File: src/rtl/b2h_pkg.sv
// ----------------------------------------------------------------------------
// b2h_pkg
// Shared types and widths for the pixel color space converter.
// ----------------------------------------------------------------------------
package b2h_pkg;

  localparam int unsigned PIX_W  = 8;   // width of one color channel
  localparam int unsigned HNUM_W = 18;  // hue dividend, 2*H + d < 2^18
  localparam int unsigned HDEN_W = 10;  // hue divisor, 4*d
  localparam int unsigned SNUM_W = 17;  // saturation dividend, 510*d + max
  localparam int unsigned SDEN_W = 9;   // saturation divisor, 2*max
  localparam int unsigned HACC_W = 17;  // hue in degrees times d, H < 360*d

  // Channel that supplies the hue sector.
  typedef enum logic [1:0] {
    SEC_RED,
    SEC_GREEN,
    SEC_BLUE
  } sector_e;

  // One converted pixel.
  typedef struct packed {
    logic [PIX_W-1:0] brightness;
    logic [PIX_W-1:0] saturation;
    logic [PIX_W-1:0] hue;
  } hsv_t;

endpackage

File: src/rtl/b2h_div.sv
// ----------------------------------------------------------------------------
// b2h_div
// Pipelined restoring divider, one quotient bit per register stage.
// ----------------------------------------------------------------------------
module b2h_div #(
  parameter int unsigned NUM_W = 18,
  parameter int unsigned DEN_W = 10,
  parameter int unsigned QUO_W = 8
) (
  input  logic             clk_i,
  input  logic             en_i,
  input  logic [NUM_W-1:0] num_i,
  input  logic [DEN_W-1:0] den_i,
  output logic [QUO_W-1:0] quo_o
);

  localparam int unsigned CMP_W = (NUM_W > DEN_W + QUO_W) ? NUM_W : DEN_W + QUO_W;

  logic [NUM_W-1:0] rem_q [QUO_W];
  logic [DEN_W-1:0] den_q [QUO_W];
  logic [QUO_W-1:0] quo_q [QUO_W];

  for (genvar k = 0; k < QUO_W; k++) begin : g_stage
    localparam int unsigned BIT = QUO_W - 1 - k;

    logic [NUM_W-1:0] rem_in;
    logic [DEN_W-1:0] den_in;
    logic [QUO_W-1:0] quo_in;
    logic [CMP_W-1:0] trial;
    logic [CMP_W-1:0] rem_ext;
    logic             fits;
    logic [NUM_W-1:0] rem_d;
    logic [QUO_W-1:0] quo_d;

    if (k == 0) begin : g_first
      assign rem_in = num_i;
      assign den_in = den_i;
      assign quo_in = '0;
    end else begin : g_next
      assign rem_in = rem_q[k-1];
      assign den_in = den_q[k-1];
      assign quo_in = quo_q[k-1];
    end

    always_comb begin
      trial   = CMP_W'(den_in) << BIT;
      rem_ext = CMP_W'(rem_in);
      fits    = (rem_ext >= trial);
      rem_d   = fits ? NUM_W'(rem_ext - trial) : rem_in;
      quo_d   = quo_in | (QUO_W'(fits) << BIT);
    end

    always_ff @(posedge clk_i) begin
      if (en_i) begin
        rem_q[k] <= rem_d;
        den_q[k] <= den_in;
        quo_q[k] <= quo_d;
      end
    end
  end

  assign quo_o = quo_q[QUO_W-1];

endmodule

File: src/rtl/bgr_to_hsv_8bit.sv
// ----------------------------------------------------------------------------
// bgr_to_hsv_8bit
// Streaming converter from 8-bit blue, green, red pixels to 8-bit HSV.
// ----------------------------------------------------------------------------
// The block takes one pixel per clock while the skid register is empty and
// returns one HSV pixel per input pixel, in order. An accepted beat passes
// stage A, stage B, the dividers and the output register. Throughput is one
// beat per cycle while the skid register is empty: two arithmetic stages
// find the maximum, the minimum, the hue sector and the two dividends, and
// then two pipelined restoring dividers produce one quotient bit per stage
// over eight stages. Hue comes out in two-degree steps (0..180), saturation
// in 0..255 and brightness is the largest channel. Grey pixels give hue
// zero and black pixels give saturation zero. A skid register at the output
// lets the pipeline keep moving while a result waits, so input ready never
// depends on output ready in the same cycle. No state is kept between pixels.
// ----------------------------------------------------------------------------
module bgr_to_hsv_8bit (
  input  logic        clk_i,
  input  logic        rst_ni,
  input  logic        s_axis_tvalid,
  output logic        s_axis_tready,
  input  logic [23:0] s_axis_tdata,   // blue [7:0], green [15:8], red [23:16]
  output logic        m_axis_tvalid,
  input  logic        m_axis_tready,
  output logic [23:0] m_axis_tdata    // hue [7:0], saturation [15:8],
                                      // brightness [23:16]
);

  import b2h_pkg::*;

  // Stage A and stage B, then one stage per quotient bit.
  localparam int unsigned NSTG = 2 + PIX_W;

  // The whole pipeline moves together; it only freezes when the skid
  // register is holding a beat.
  logic en;

  logic [NSTG-1:0] valid_q;

  // ---------------- Stage A: max, min, sector and channel difference ------
  logic [PIX_W-1:0] blue, green, red;
  logic [PIX_W-1:0] max_d, min_d;
  sector_e          sec_d;
  logic signed [PIX_W:0] diff_d;

  logic [PIX_W-1:0]      a_max_q;
  logic [PIX_W-1:0]      a_dlt_q;
  sector_e               a_sec_q;
  logic signed [PIX_W:0] a_diff_q;

  assign blue  = s_axis_tdata[7:0];
  assign green = s_axis_tdata[15:8];
  assign red   = s_axis_tdata[23:16];

  always_comb begin
    max_d = (red > green) ? red : green;
    max_d = (max_d > blue) ? max_d : blue;
    min_d = (red < green) ? red : green;
    min_d = (min_d < blue) ? min_d : blue;
    // Ties go to red first, then green.
    if (red == max_d) begin
      sec_d  = SEC_RED;
      diff_d = $signed({1'b0, green}) - $signed({1'b0, blue});
    end else if (green == max_d) begin
      sec_d  = SEC_GREEN;
      diff_d = $signed({1'b0, blue}) - $signed({1'b0, red});
    end else begin
      sec_d  = SEC_BLUE;
      diff_d = $signed({1'b0, red}) - $signed({1'b0, green});
    end
  end

  always_ff @(posedge clk_i) begin
    if (en) begin
      a_max_q  <= max_d;
      a_dlt_q  <= max_d - min_d;
      a_sec_q  <= sec_d;
      a_diff_q <= diff_d;
    end
  end

  // ---------------- Stage B: dividends and divisors -----------------------
  // H is the hue in degrees times d: 60*diff plus a sector offset. For the
  // red sector the offset of 360*d applies only when the difference is
  // negative, which keeps H below 360*d.
  logic signed [15:0]     prod60;
  logic [HACC_W-1:0]      dlt_x;
  logic [HACC_W-1:0]      offs;
  logic signed [HACC_W+1:0] hacc;
  logic [HACC_W-1:0]      hdeg;
  logic [HNUM_W-1:0]      hnum_d;
  logic [HDEN_W-1:0]      hden_d;
  logic [SNUM_W-1:0]      snum_d;
  logic [SDEN_W-1:0]      sden_d;

  logic [HNUM_W-1:0] b_hnum_q;
  logic [HDEN_W-1:0] b_hden_q;
  logic [SNUM_W-1:0] b_snum_q;
  logic [SDEN_W-1:0] b_sden_q;
  logic [PIX_W-1:0]  b_max_q;

  always_comb begin
    prod60 = 16'(a_diff_q) * 16'sd60;
    dlt_x  = HACC_W'(a_dlt_q);
    case (a_sec_q)
      SEC_RED:   offs = a_diff_q[PIX_W] ? HACC_W'(dlt_x * HACC_W'(360)) : '0;
      SEC_GREEN: offs = HACC_W'(dlt_x * HACC_W'(120));
      SEC_BLUE:  offs = HACC_W'(dlt_x * HACC_W'(240));
      default:   offs = '0;
    endcase
    hacc = (HACC_W+2)'(prod60) + $signed({2'b00, offs});
    hdeg = hacc[HACC_W-1:0];
    // A grey pixel divides zero by one, giving hue zero.
    if (a_dlt_q == '0) begin
      hnum_d = '0;
      hden_d = HDEN_W'(1);
    end else begin
      hnum_d = {hdeg, 1'b0} + HNUM_W'(a_dlt_q);
      hden_d = {a_dlt_q, 2'b00};
    end
    // Rounding half up: (510*d + max) / (2*max).
    snum_d = SNUM_W'(SNUM_W'(a_dlt_q) * SNUM_W'(510)) + SNUM_W'(a_max_q);
    sden_d = (a_max_q == '0) ? SDEN_W'(1) : {a_max_q, 1'b0};
  end

  always_ff @(posedge clk_i) begin
    if (en) begin
      b_hnum_q <= hnum_d;
      b_hden_q <= hden_d;
      b_snum_q <= snum_d;
      b_sden_q <= sden_d;
      b_max_q  <= a_max_q;
    end
  end

  // ---------------- Division stages ---------------------------------------
  logic [PIX_W-1:0] hue_quo;
  logic [PIX_W-1:0] sat_quo;
  logic [PIX_W-1:0] bright_q [PIX_W];

  b2h_div #(
    .NUM_W (HNUM_W),
    .DEN_W (HDEN_W),
    .QUO_W (PIX_W)
  ) u_hue_div (
    .clk_i (clk_i),
    .en_i  (en),
    .num_i (b_hnum_q),
    .den_i (b_hden_q),
    .quo_o (hue_quo)
  );

  b2h_div #(
    .NUM_W (SNUM_W),
    .DEN_W (SDEN_W),
    .QUO_W (PIX_W)
  ) u_sat_div (
    .clk_i (clk_i),
    .en_i  (en),
    .num_i (b_snum_q),
    .den_i (b_sden_q),
    .quo_o (sat_quo)
  );

  // Brightness rides along beside the dividers.
  always_ff @(posedge clk_i) begin
    if (en) begin
      bright_q[0] <= b_max_q;
      for (int i = 1; i < PIX_W; i++) begin
        bright_q[i] <= bright_q[i-1];
      end
    end
  end

  // Valid bits travel with the data through every stage.
  always_ff @(posedge clk_i or negedge rst_ni) begin
    if (!rst_ni) begin
      valid_q <= '0;
    end else if (en) begin
      valid_q <= {valid_q[NSTG-2:0], s_axis_tvalid};
    end
  end

  // ---------------- Output register and skid register ---------------------
  hsv_t last_pix;
  hsv_t out_q, skid_q;
  logic out_valid_q, skid_valid_q;
  logic m_take;
  logic last_valid;

  assign last_pix.hue        = hue_quo;
  assign last_pix.saturation = sat_quo;
  assign last_pix.brightness = bright_q[PIX_W-1];
  assign last_valid          = valid_q[NSTG-1];

  assign en            = ~skid_valid_q;
  assign s_axis_tready = en;
  assign m_take        = out_valid_q & m_axis_tready;

  always_ff @(posedge clk_i or negedge rst_ni) begin
    if (!rst_ni) begin
      out_valid_q  <= 1'b0;
      skid_valid_q <= 1'b0;
    end else if (skid_valid_q) begin
      // Pipeline is frozen; the skid beat moves up once the output drains.
      if (m_take) begin
        skid_valid_q <= 1'b0;
      end
    end else if (last_valid) begin
      if (out_valid_q && !m_take) begin
        skid_valid_q <= 1'b1;
      end else begin
        out_valid_q <= 1'b1;
      end
    end else if (m_take) begin
      out_valid_q <= 1'b0;
    end
  end

  always_ff @(posedge clk_i) begin
    if (skid_valid_q) begin
      if (m_take) begin
        out_q <= skid_q;
      end
    end else if (last_valid) begin
      if (out_valid_q && !m_take) begin
        skid_q <= last_pix;
      end else begin
        out_q <= last_pix;
      end
    end
  end

  assign m_axis_tvalid = out_valid_q;
  assign m_axis_tdata  = out_q;

endmodule
File: config.mk
export PLATFORM = sky130hd
export DESIGN_NAME = bgr_to_hsv_8bit
export DESIGN_NICKNAME = d
export VERILOG_FILES = /design/src/rtl/b2h_pkg.sv /design/src/rtl/b2h_div.sv /design/src/rtl/bgr_to_hsv_8bit.sv
export SDC_FILE = /design/constraint.sdc
export NUM_CORES = 2
export LEC_CHECK = 0
export ABC_CLOCK_PERIOD_IN_PS = 13100
export BUFFER_PORTS_ARGS = -buffer_cell sky130_fd_sc_hd__buf_2
export CAP_MARGIN = 20
export CORE_ASPECT_RATIO = 0.5
export CORE_MARGIN = 4
export CORE_UTILIZATION = 30
export DETAILED_ROUTE_END_ITERATION = 8
export GPL_TIMING_DRIVEN = 0
export SLEW_MARGIN = 5
export SYNTH_ARGS = -nofsm -noshare
export SYNTH_HDL_FRONTEND = slang
export SYNTH_SLANG_ARGS = --single-unit
File: constraint.sdc
create_clock -name clk_i -period 13.1 [get_ports clk_i]
set_input_delay 0.655 -clock clk_i [delete_from_list [all_inputs] [get_ports clk_i]]
set_output_delay 0.655 -clock clk_i [all_outputs]
set_load 0.02 [all_outputs]
After elaboration in Yosys (flattened, before gate mapping)
Memories as Yosys holds them, arrays and structs flattened.
Cells that the tools add are included.
W data, S select, Z words.

operators by class
  magnitude comparators = 20
  eq/ne operators = 7
  multiply operators = 5
  multiplexer cells = 39
  add/sub/neg operators = 23
  reduce and logical (&&, ||, !) cells = 10
  bitwise logic cells = 16

operators by type and width
  kind                    count
  $mux W17                9
  $mux W18                8
  $mux W24                4
  $pmux W17 S3            1
  $mux W8                 4
  $sub A8 B8 Y9           3
  $mul A8 B4 Y12 const B  2
  $add A18 B8 Y18         1
  $ge A18 B10 Y1          1
  $ge A18 B11 Y1          1
  $ge A18 B12 Y1          1
  $ge A18 B13 Y1          1
  $ge A18 B14 Y1          1
  $ge A18 B15 Y1          1
  $ge A18 B16 Y1          1
  $ge A18 B17 Y1          1
  $mux W9                 2
  $sub A18 B10 Y18        1
  $sub A18 B11 Y18        1
  $sub A18 B12 Y18        1
  $sub A18 B13 Y18        1
  $sub A18 B14 Y18        1
  $sub A18 B15 Y18        1
  $sub A18 B16 Y18        1
  other kinds (47)        71

storage, ports and cells
  bits in writable memories = 624
  logic and storage cells = 147
  memories kept = 7
  register bits = 149

memories
  name             words  width  rd ports  clocked after memory_dff  write ports  RTL line                text
  u_hue_div.rem_q  8      18     7         0                         8            b2h_div.sv:19           logic [NUM_W-1:0] rem_q [QUO_W];
  u_sat_div.rem_q  8      17     7         0                         8            b2h_div.sv:19
  u_hue_div.den_q  8      10     7         0                         8            b2h_div.sv:20           logic [DEN_W-1:0] den_q [QUO_W];
  u_sat_div.den_q  8      9      7         0                         8            b2h_div.sv:20
  bright_q         8      8      8         0                         8            bgr_to_hsv_8bit.sv:139  logic [PIX_W-1:0] bright_q [PIX_W];
  u_hue_div.quo_q  8      8      8         0                         8            b2h_div.sv:21           logic [QUO_W-1:0] quo_q [QUO_W];
  1 more memories  --     --     --        --                        --           --

Logic depth before layout (Yosys ltp)
  depth in word-level cells = 7
  depth in mapped cells = 27
  depth with buffers taken out = 24

Hierarchy
From an unflattened synthesis, not the netlist that was laid out.

unflattened totals
  cells, all modules = 3250
  area, all modules = 38262.9 um^2

by module, submodules not included
  module               cells each  area an instance (um^2)  seq. area each (um^2)  instances
  bgr_to_hsv_8bit      1345        14854.2                  6185.9                 1
  b2h_div (u_hue_div)  1005        12110.4                  6966.7                 1
  b2h_div (u_sat_div)  900         11298.3                  6546.3                 1

Worst setup path after synthesis
Ideal clock, no wire load.

  kind = register to register
  from = reg skid_valid_q
  to = reg out_q (netlist bit m_axis_tdata[0]), enable pin
  arrival = 14133 ps
  path slack = -1447 ps
  cell stages (with the launch flop) = 6
  clock period less this slack = 14547 ps
  setup time = 413 ps
  path buffers = 2
  cells stage by stage = dfrtp_1 clkbuf_1 clkbuf_1 inv_1 nand2_1 a21oi_1

between the ends
  longest elaborated chain between the ends = 2

ends and longest elaborated chain
  what                                                   RTL line                text
  start: declaration                                     bgr_to_hsv_8bit.sv:187  logic out_valid_q, skid_valid_q;
  start signal: assignment                               bgr_to_hsv_8bit.sv:203  skid_valid_q <= 1'b0;
  start signal: assignment                               bgr_to_hsv_8bit.sv:207  skid_valid_q <= 1'b0;
  start signal: assignment                               bgr_to_hsv_8bit.sv:211  skid_valid_q <= 1'b1;
  $ne A2 B1 Y1 (no source line) (tied with other cells)  --
  $reduce_and A3 Y1 (no source line) (*)                 --
  end signal: assignment                                 bgr_to_hsv_8bit.sv:223  out_q <= skid_q;
  end signal: assignment                                 bgr_to_hsv_8bit.sv:229  out_q <= last_pix;
  end: declaration                                       bgr_to_hsv_8bit.sv:186  hsv_t out_q, skid_q;

Every way passes the cells marked *; elsewhere a longest branch is shown, timed or not.
A chain may end at the register's enable or synchronous reset.

Final worst setup path
  from = reg a_dlt_q[0]
  to = reg b_hnum_q[17], data pin

between the ends
  longest elaborated chain between the ends = 5

ends and longest elaborated chain
  what                      RTL line                text
  start: declaration        bgr_to_hsv_8bit.sv:47   logic [PIX_W-1:0] a_dlt_q;
  start signal: assignment  bgr_to_hsv_8bit.sv:76   a_dlt_q <= max_d - min_d;
  $mul A8 B6 Y14            bgr_to_hsv_8bit.sv:106  SEC_RED: offs = a_diff_q[PIX_W] ? HACC_W'(dlt_x * HACC_W'(360)) : '0;
  $mux W17                  bgr_to_hsv_8bit.sv:106
  $pmux W17 S3              bgr_to_hsv_8bit.sv:105  case (a_sec_q)
  $add A16 B17 Y17          bgr_to_hsv_8bit.sv:111  hacc = (HACC_W+2)'(prod60) + $signed({2'b00, offs});
  $add A18 B8 Y18           bgr_to_hsv_8bit.sv:118  hnum_d = {hdeg, 1'b0} + HNUM_W'(a_dlt_q);
  end signal: assignment    bgr_to_hsv_8bit.sv:128  b_hnum_q <= hnum_d;
  end: declaration          bgr_to_hsv_8bit.sv:96   logic [HNUM_W-1:0] b_hnum_q;

Parallel ways exist; a longest one is shown, timed or not.

==> results.ini <==
[run_status]
status = finished clean

[finish]
layout-drive-gt1-share_pct = 7.20
mostFrequentLayoutCell = sky130_fd_sc_hd__edfxtp_1
design_area_sq_um = 40900
antenna_cells_inserted = 0
most-common-layout-cells = sky130_fd_sc_hd__edfxtp_1 (614), sky130_fd_sc_hd__inv_1 (386), sky130_fd_sc_hd__ha_1 (319)
area_grow_syn2layout_pct = 12.8
num-nets-final = 3703

[floorplanning]
floorplan.rows = 89
die_area_sq_um = 127000
fp.dieW_microns = 500
floorplan.io_pins = 54
fp.coreArea_sq_um = 119000
die_height_microns = 254
initial_core_util_pct = 30.5

[critical_path]
worstSetupEndpointType = register
criticalPathCategory = reg2reg
crit_fanout = 11
timing_endpoint_of_the_critical_path = b_hnum_q[17]
rr_startpoint = a_dlt_q[0]
arrival_ns = 6.67
critPathRequiredTime_ns = 13.45
worst_setup_path_start_kind = register
ff2ff_setup_slack_ns = 6.77
ff2ff_path_depth = 20
r2r-end = b_hnum_q[17]
worstSetupStartpoint = a_dlt_q[0]

[clocking]
tritoncts = done
clock_latency_on_the_worst_skew_pair_ns = 0.64
cts-root-to-sink-buffers = 3
clock_sink_count = 626
cts_setup_buffers = 0
numCtsBuffers = 61
htree_num_levels = 2
cts_root_buf = sky130_fd_sc_hd__clkbuf_16
post_cts_resized = 0
cts.hold.buffers_added = 1
clk_transition_reported_paths_ns = 0.06

[grt]
first_global_vias = 23200
initial_antenna_violation_count = 5
grt_util_all_layers_pct = 10.7
grt_start_max_net_pins = 48
grt-ovfl-total = 0
grt_pass1_wl_microns = 114000

[routing]
detail-route-antenna-nets = 0
wl_per_cell_microns = 13.8
via_per_inst = 4.60
firstDrtPassIters = 5
drt_first_iter_violations = 1162
route.detailed.drc = 0
detailroute.via_count = 22700
wl_microns = 67900

[synth]
synth_top_family_by_area = adder cells
synth_ff_type = sky130_fd_sc_hd__edfxtp_1
yosys_synthesis_warning_count = 0
postSynthCellCount = 3152
compound_gate_portion_of_the_synthesized_area_pct = 10.7
postSynthAreaPerCell_sq_um = 11.5
ys_types = 75
seq_area_frac_synth_pct = 51.7
synth_largest_area_cell = sky130_fd_sc_hd__edfxtp_1
synthXorXnorAreaFrac_pct = 5.80
netlist.area_leader.share_pct = 50.8
synth-edff-count = 614
synthesized_area_fraction_occupied_by_adder_cells_pct = 14.9
synthMuxAreaShare_pct = 2.28
async_reset_ff_share_pct = 1.92
syn-num-nets = 3570
synth_register_bits = 626
synth_top_cells_by_area = sky130_fd_sc_hd__edfxtp_1 (51%), sky130_fd_sc_hd__ha_1 (11%), sky130_fd_sc_hd__inv_1 (4.0%), sky130_fd_sc_hd__fa_1 (3.9%), sky130_fd_sc_hd__xnor2_1 (3.4%)
synth_simple_gate_area_share_pct = 10.0
syn_area_sq_um = 36300

[sta]
period_minus_ws_final_ns = 6.33
finClkSkew_ns = 0.0224
slew_violations = 0
finalHoldViolations = 0
max_freq_mhz = 158
period_share_pct = 48.3
worst_slack_ns = 6.77
tightest_slew_ns = 0.812
setup_repair_after_global_routing_missed_its_margin = false
setup_viol = 0
relSlewSlack_pct = 45.9

[place]
placement.io_buffers = 53
dp_hpwl_microns = 53700
dpl_cell_area_sq_um = 38900
post-place-ws_ns = 6.67
place_congestion = 0.900

[job]
number_of_maximum_capacitance_violations = 0

[min_path]
path_class_of_the_lowest_slack_min_delay_path = in2reg

-- metal layers --
metal	GRT usage [%]	vias up	routed length, microns
li1	-	11500	-
met1	13.5	10600	31000
met2	19.0	358	32700
met3	1.44	137	2200
met4	3.74	0	2020
met5	0	-	0
-- worst min-delay path by stage --
stage / from / to / slack, ns / cells after the start
after floorplan: rst_ni / m_axis_tvalid / 0.36 / 0
after global placement: u_hue_div.quo_q[1][17] / u_hue_div.quo_q[1][25] / 0.40 / 0
after detailed placement: b_max_q[3] / bright_q[0][3] / 0.40 / 0
after CTS: m_axis_tready / skid_valid_q / 0.17 / 2
after global routing: m_axis_tready / skid_valid_q / 0.20 / 2
final: m_axis_tready / skid_valid_q / 0.24 / 2
-- sequential cells by signal (all words and copies together) (netlist names) --
| signal | count |
|---|---|
| b_sden_q | 9 |
| u_hue_div.den_q | 45 |
| valid_q | 10 |
| skid_valid_q | 1 |
| b_hden_q | 6 |
| a_diff_q | 9 |
| skid_q | 24 |
| b_hnum_q | 18 |
| u_hue_div.rem_q | 126 |
| a_dlt_q | 8 |
| u_sat_div.quo_q | 36 |
| bright_q | 64 |
| a_sec_q | 2 |
| m_axis_tdata | 24 |
| b_max_q | 7 |
| a_max_q | 8 |
| b_snum_q | 17 |
| m_axis_tvalid | 1 |
| u_hue_div.quo_q | 36 |
| u_sat_div.rem_q | 112 |
| u_sat_div.den_q | 63 |
-- area by class of cell --
| cell class | count | area [sq um] |
|---|---|---|
| buffer | 55 | 229 |
| clock buffer | 71 | 1590 |
| clock inverter | 41 | 444 |
| fill | 11700 | 78000 |
| inverter | 387 | 1460 |
| multi-input combinational | 2084 | 15900 |
| sequential | 626 | 18700 |
| tap | 1592 | 1990 |
| timing repair buffer | 70 | 593 |
-- through the flow --
step | setup TNS, ns | std cells | util [%] | hold WS, ns
5_1_grt | 0 | 4926 | 34.4 | 0.201
3_3_place_gp | -148.51 | 4797 | 32.4 | 0.403
6_report | 0 | 4926 | 34.4 | 0.237
4_1_cts | 0 | 4926 | 34.4 | 0.167
3_5_place_dp | 0 | 4813 | 32.7 | 0.405
2_1_floorplan | 0 | 3152 | - | 0.359
-- Yosys cell counts (26+ instances only) --
| cell type | n |
|---|---|
| sky130_fd_sc_hd__a21o_1 | 63 |
| sky130_fd_sc_hd__a21oi_1 | 193 |
| sky130_fd_sc_hd__clkbuf_1 | 44 |
| sky130_fd_sc_hd__edfxtp_1 | 614 |
| sky130_fd_sc_hd__fa_1 | 71 |
| sky130_fd_sc_hd__ha_1 | 319 |
| sky130_fd_sc_hd__inv_1 | 387 |
| sky130_fd_sc_hd__mux2_2 | 43 |
| sky130_fd_sc_hd__mux2i_1 | 33 |
| sky130_fd_sc_hd__nand2_1 | 191 |
| sky130_fd_sc_hd__nand2b_1 | 37 |
| sky130_fd_sc_hd__nand3_1 | 44 |
| sky130_fd_sc_hd__nand4_1 | 33 |
| sky130_fd_sc_hd__nor2_1 | 214 |
| sky130_fd_sc_hd__nor2b_1 | 47 |
| sky130_fd_sc_hd__nor3_1 | 59 |
| sky130_fd_sc_hd__o21a_1 | 26 |
| sky130_fd_sc_hd__o21ai_0 | 187 |
| sky130_fd_sc_hd__xnor2_1 | 139 |
| sky130_fd_sc_hd__xor2_1 | 101 |
-- worst max-delay path, cell delays in order, from the launching register on --
cell and delay [ns]:
sky130_fd_sc_hd__edfxtp_1 0.61, sky130_fd_sc_hd__fa_1 0.72, sky130_fd_sc_hd__xor2_1 0.42, sky130_fd_sc_hd__ha_1 0.36
sky130_fd_sc_hd__ha_1 0.29, sky130_fd_sc_hd__a21o_1 0.16, sky130_fd_sc_hd__a21oi_1 0.29, sky130_fd_sc_hd__o21bai_1 0.12
sky130_fd_sc_hd__a21oi_1 0.18, sky130_fd_sc_hd__xor2_1 0.27, sky130_fd_sc_hd__nor2_1 0.07, sky130_fd_sc_hd__a31oi_1 0.15
sky130_fd_sc_hd__o22ai_1 0.12, sky130_fd_sc_hd__ha_1 0.40, sky130_fd_sc_hd__a21o_1 0.19, sky130_fd_sc_hd__a221o_1 0.45
sky130_fd_sc_hd__o311ai_0 0.61, sky130_fd_sc_hd__and2_1 0.24, sky130_fd_sc_hd__nand4_1 0.12, sky130_fd_sc_hd__xnor2_1 0.21
sky130_fd_sc_hd__nor2_1 0.08
-- kinds of logic (layout without fill, tap and decap cells) --
kind of cell | after synthesis | in the layout
muxes | 77 | 77
and+or+nand+nor | 745 | 745
xor gates and xnor gates | 240 | 240
buffers and inverters | 442 | 624
adders and majority gates | 390 | 390
DFF | 626 | 626
AOI/OAI and AO/OA | 632 | 632
Power is left out: the tool's default activity adds up to more than one toggle a clock period on the data nets, which glitch-free logic cannot reach.
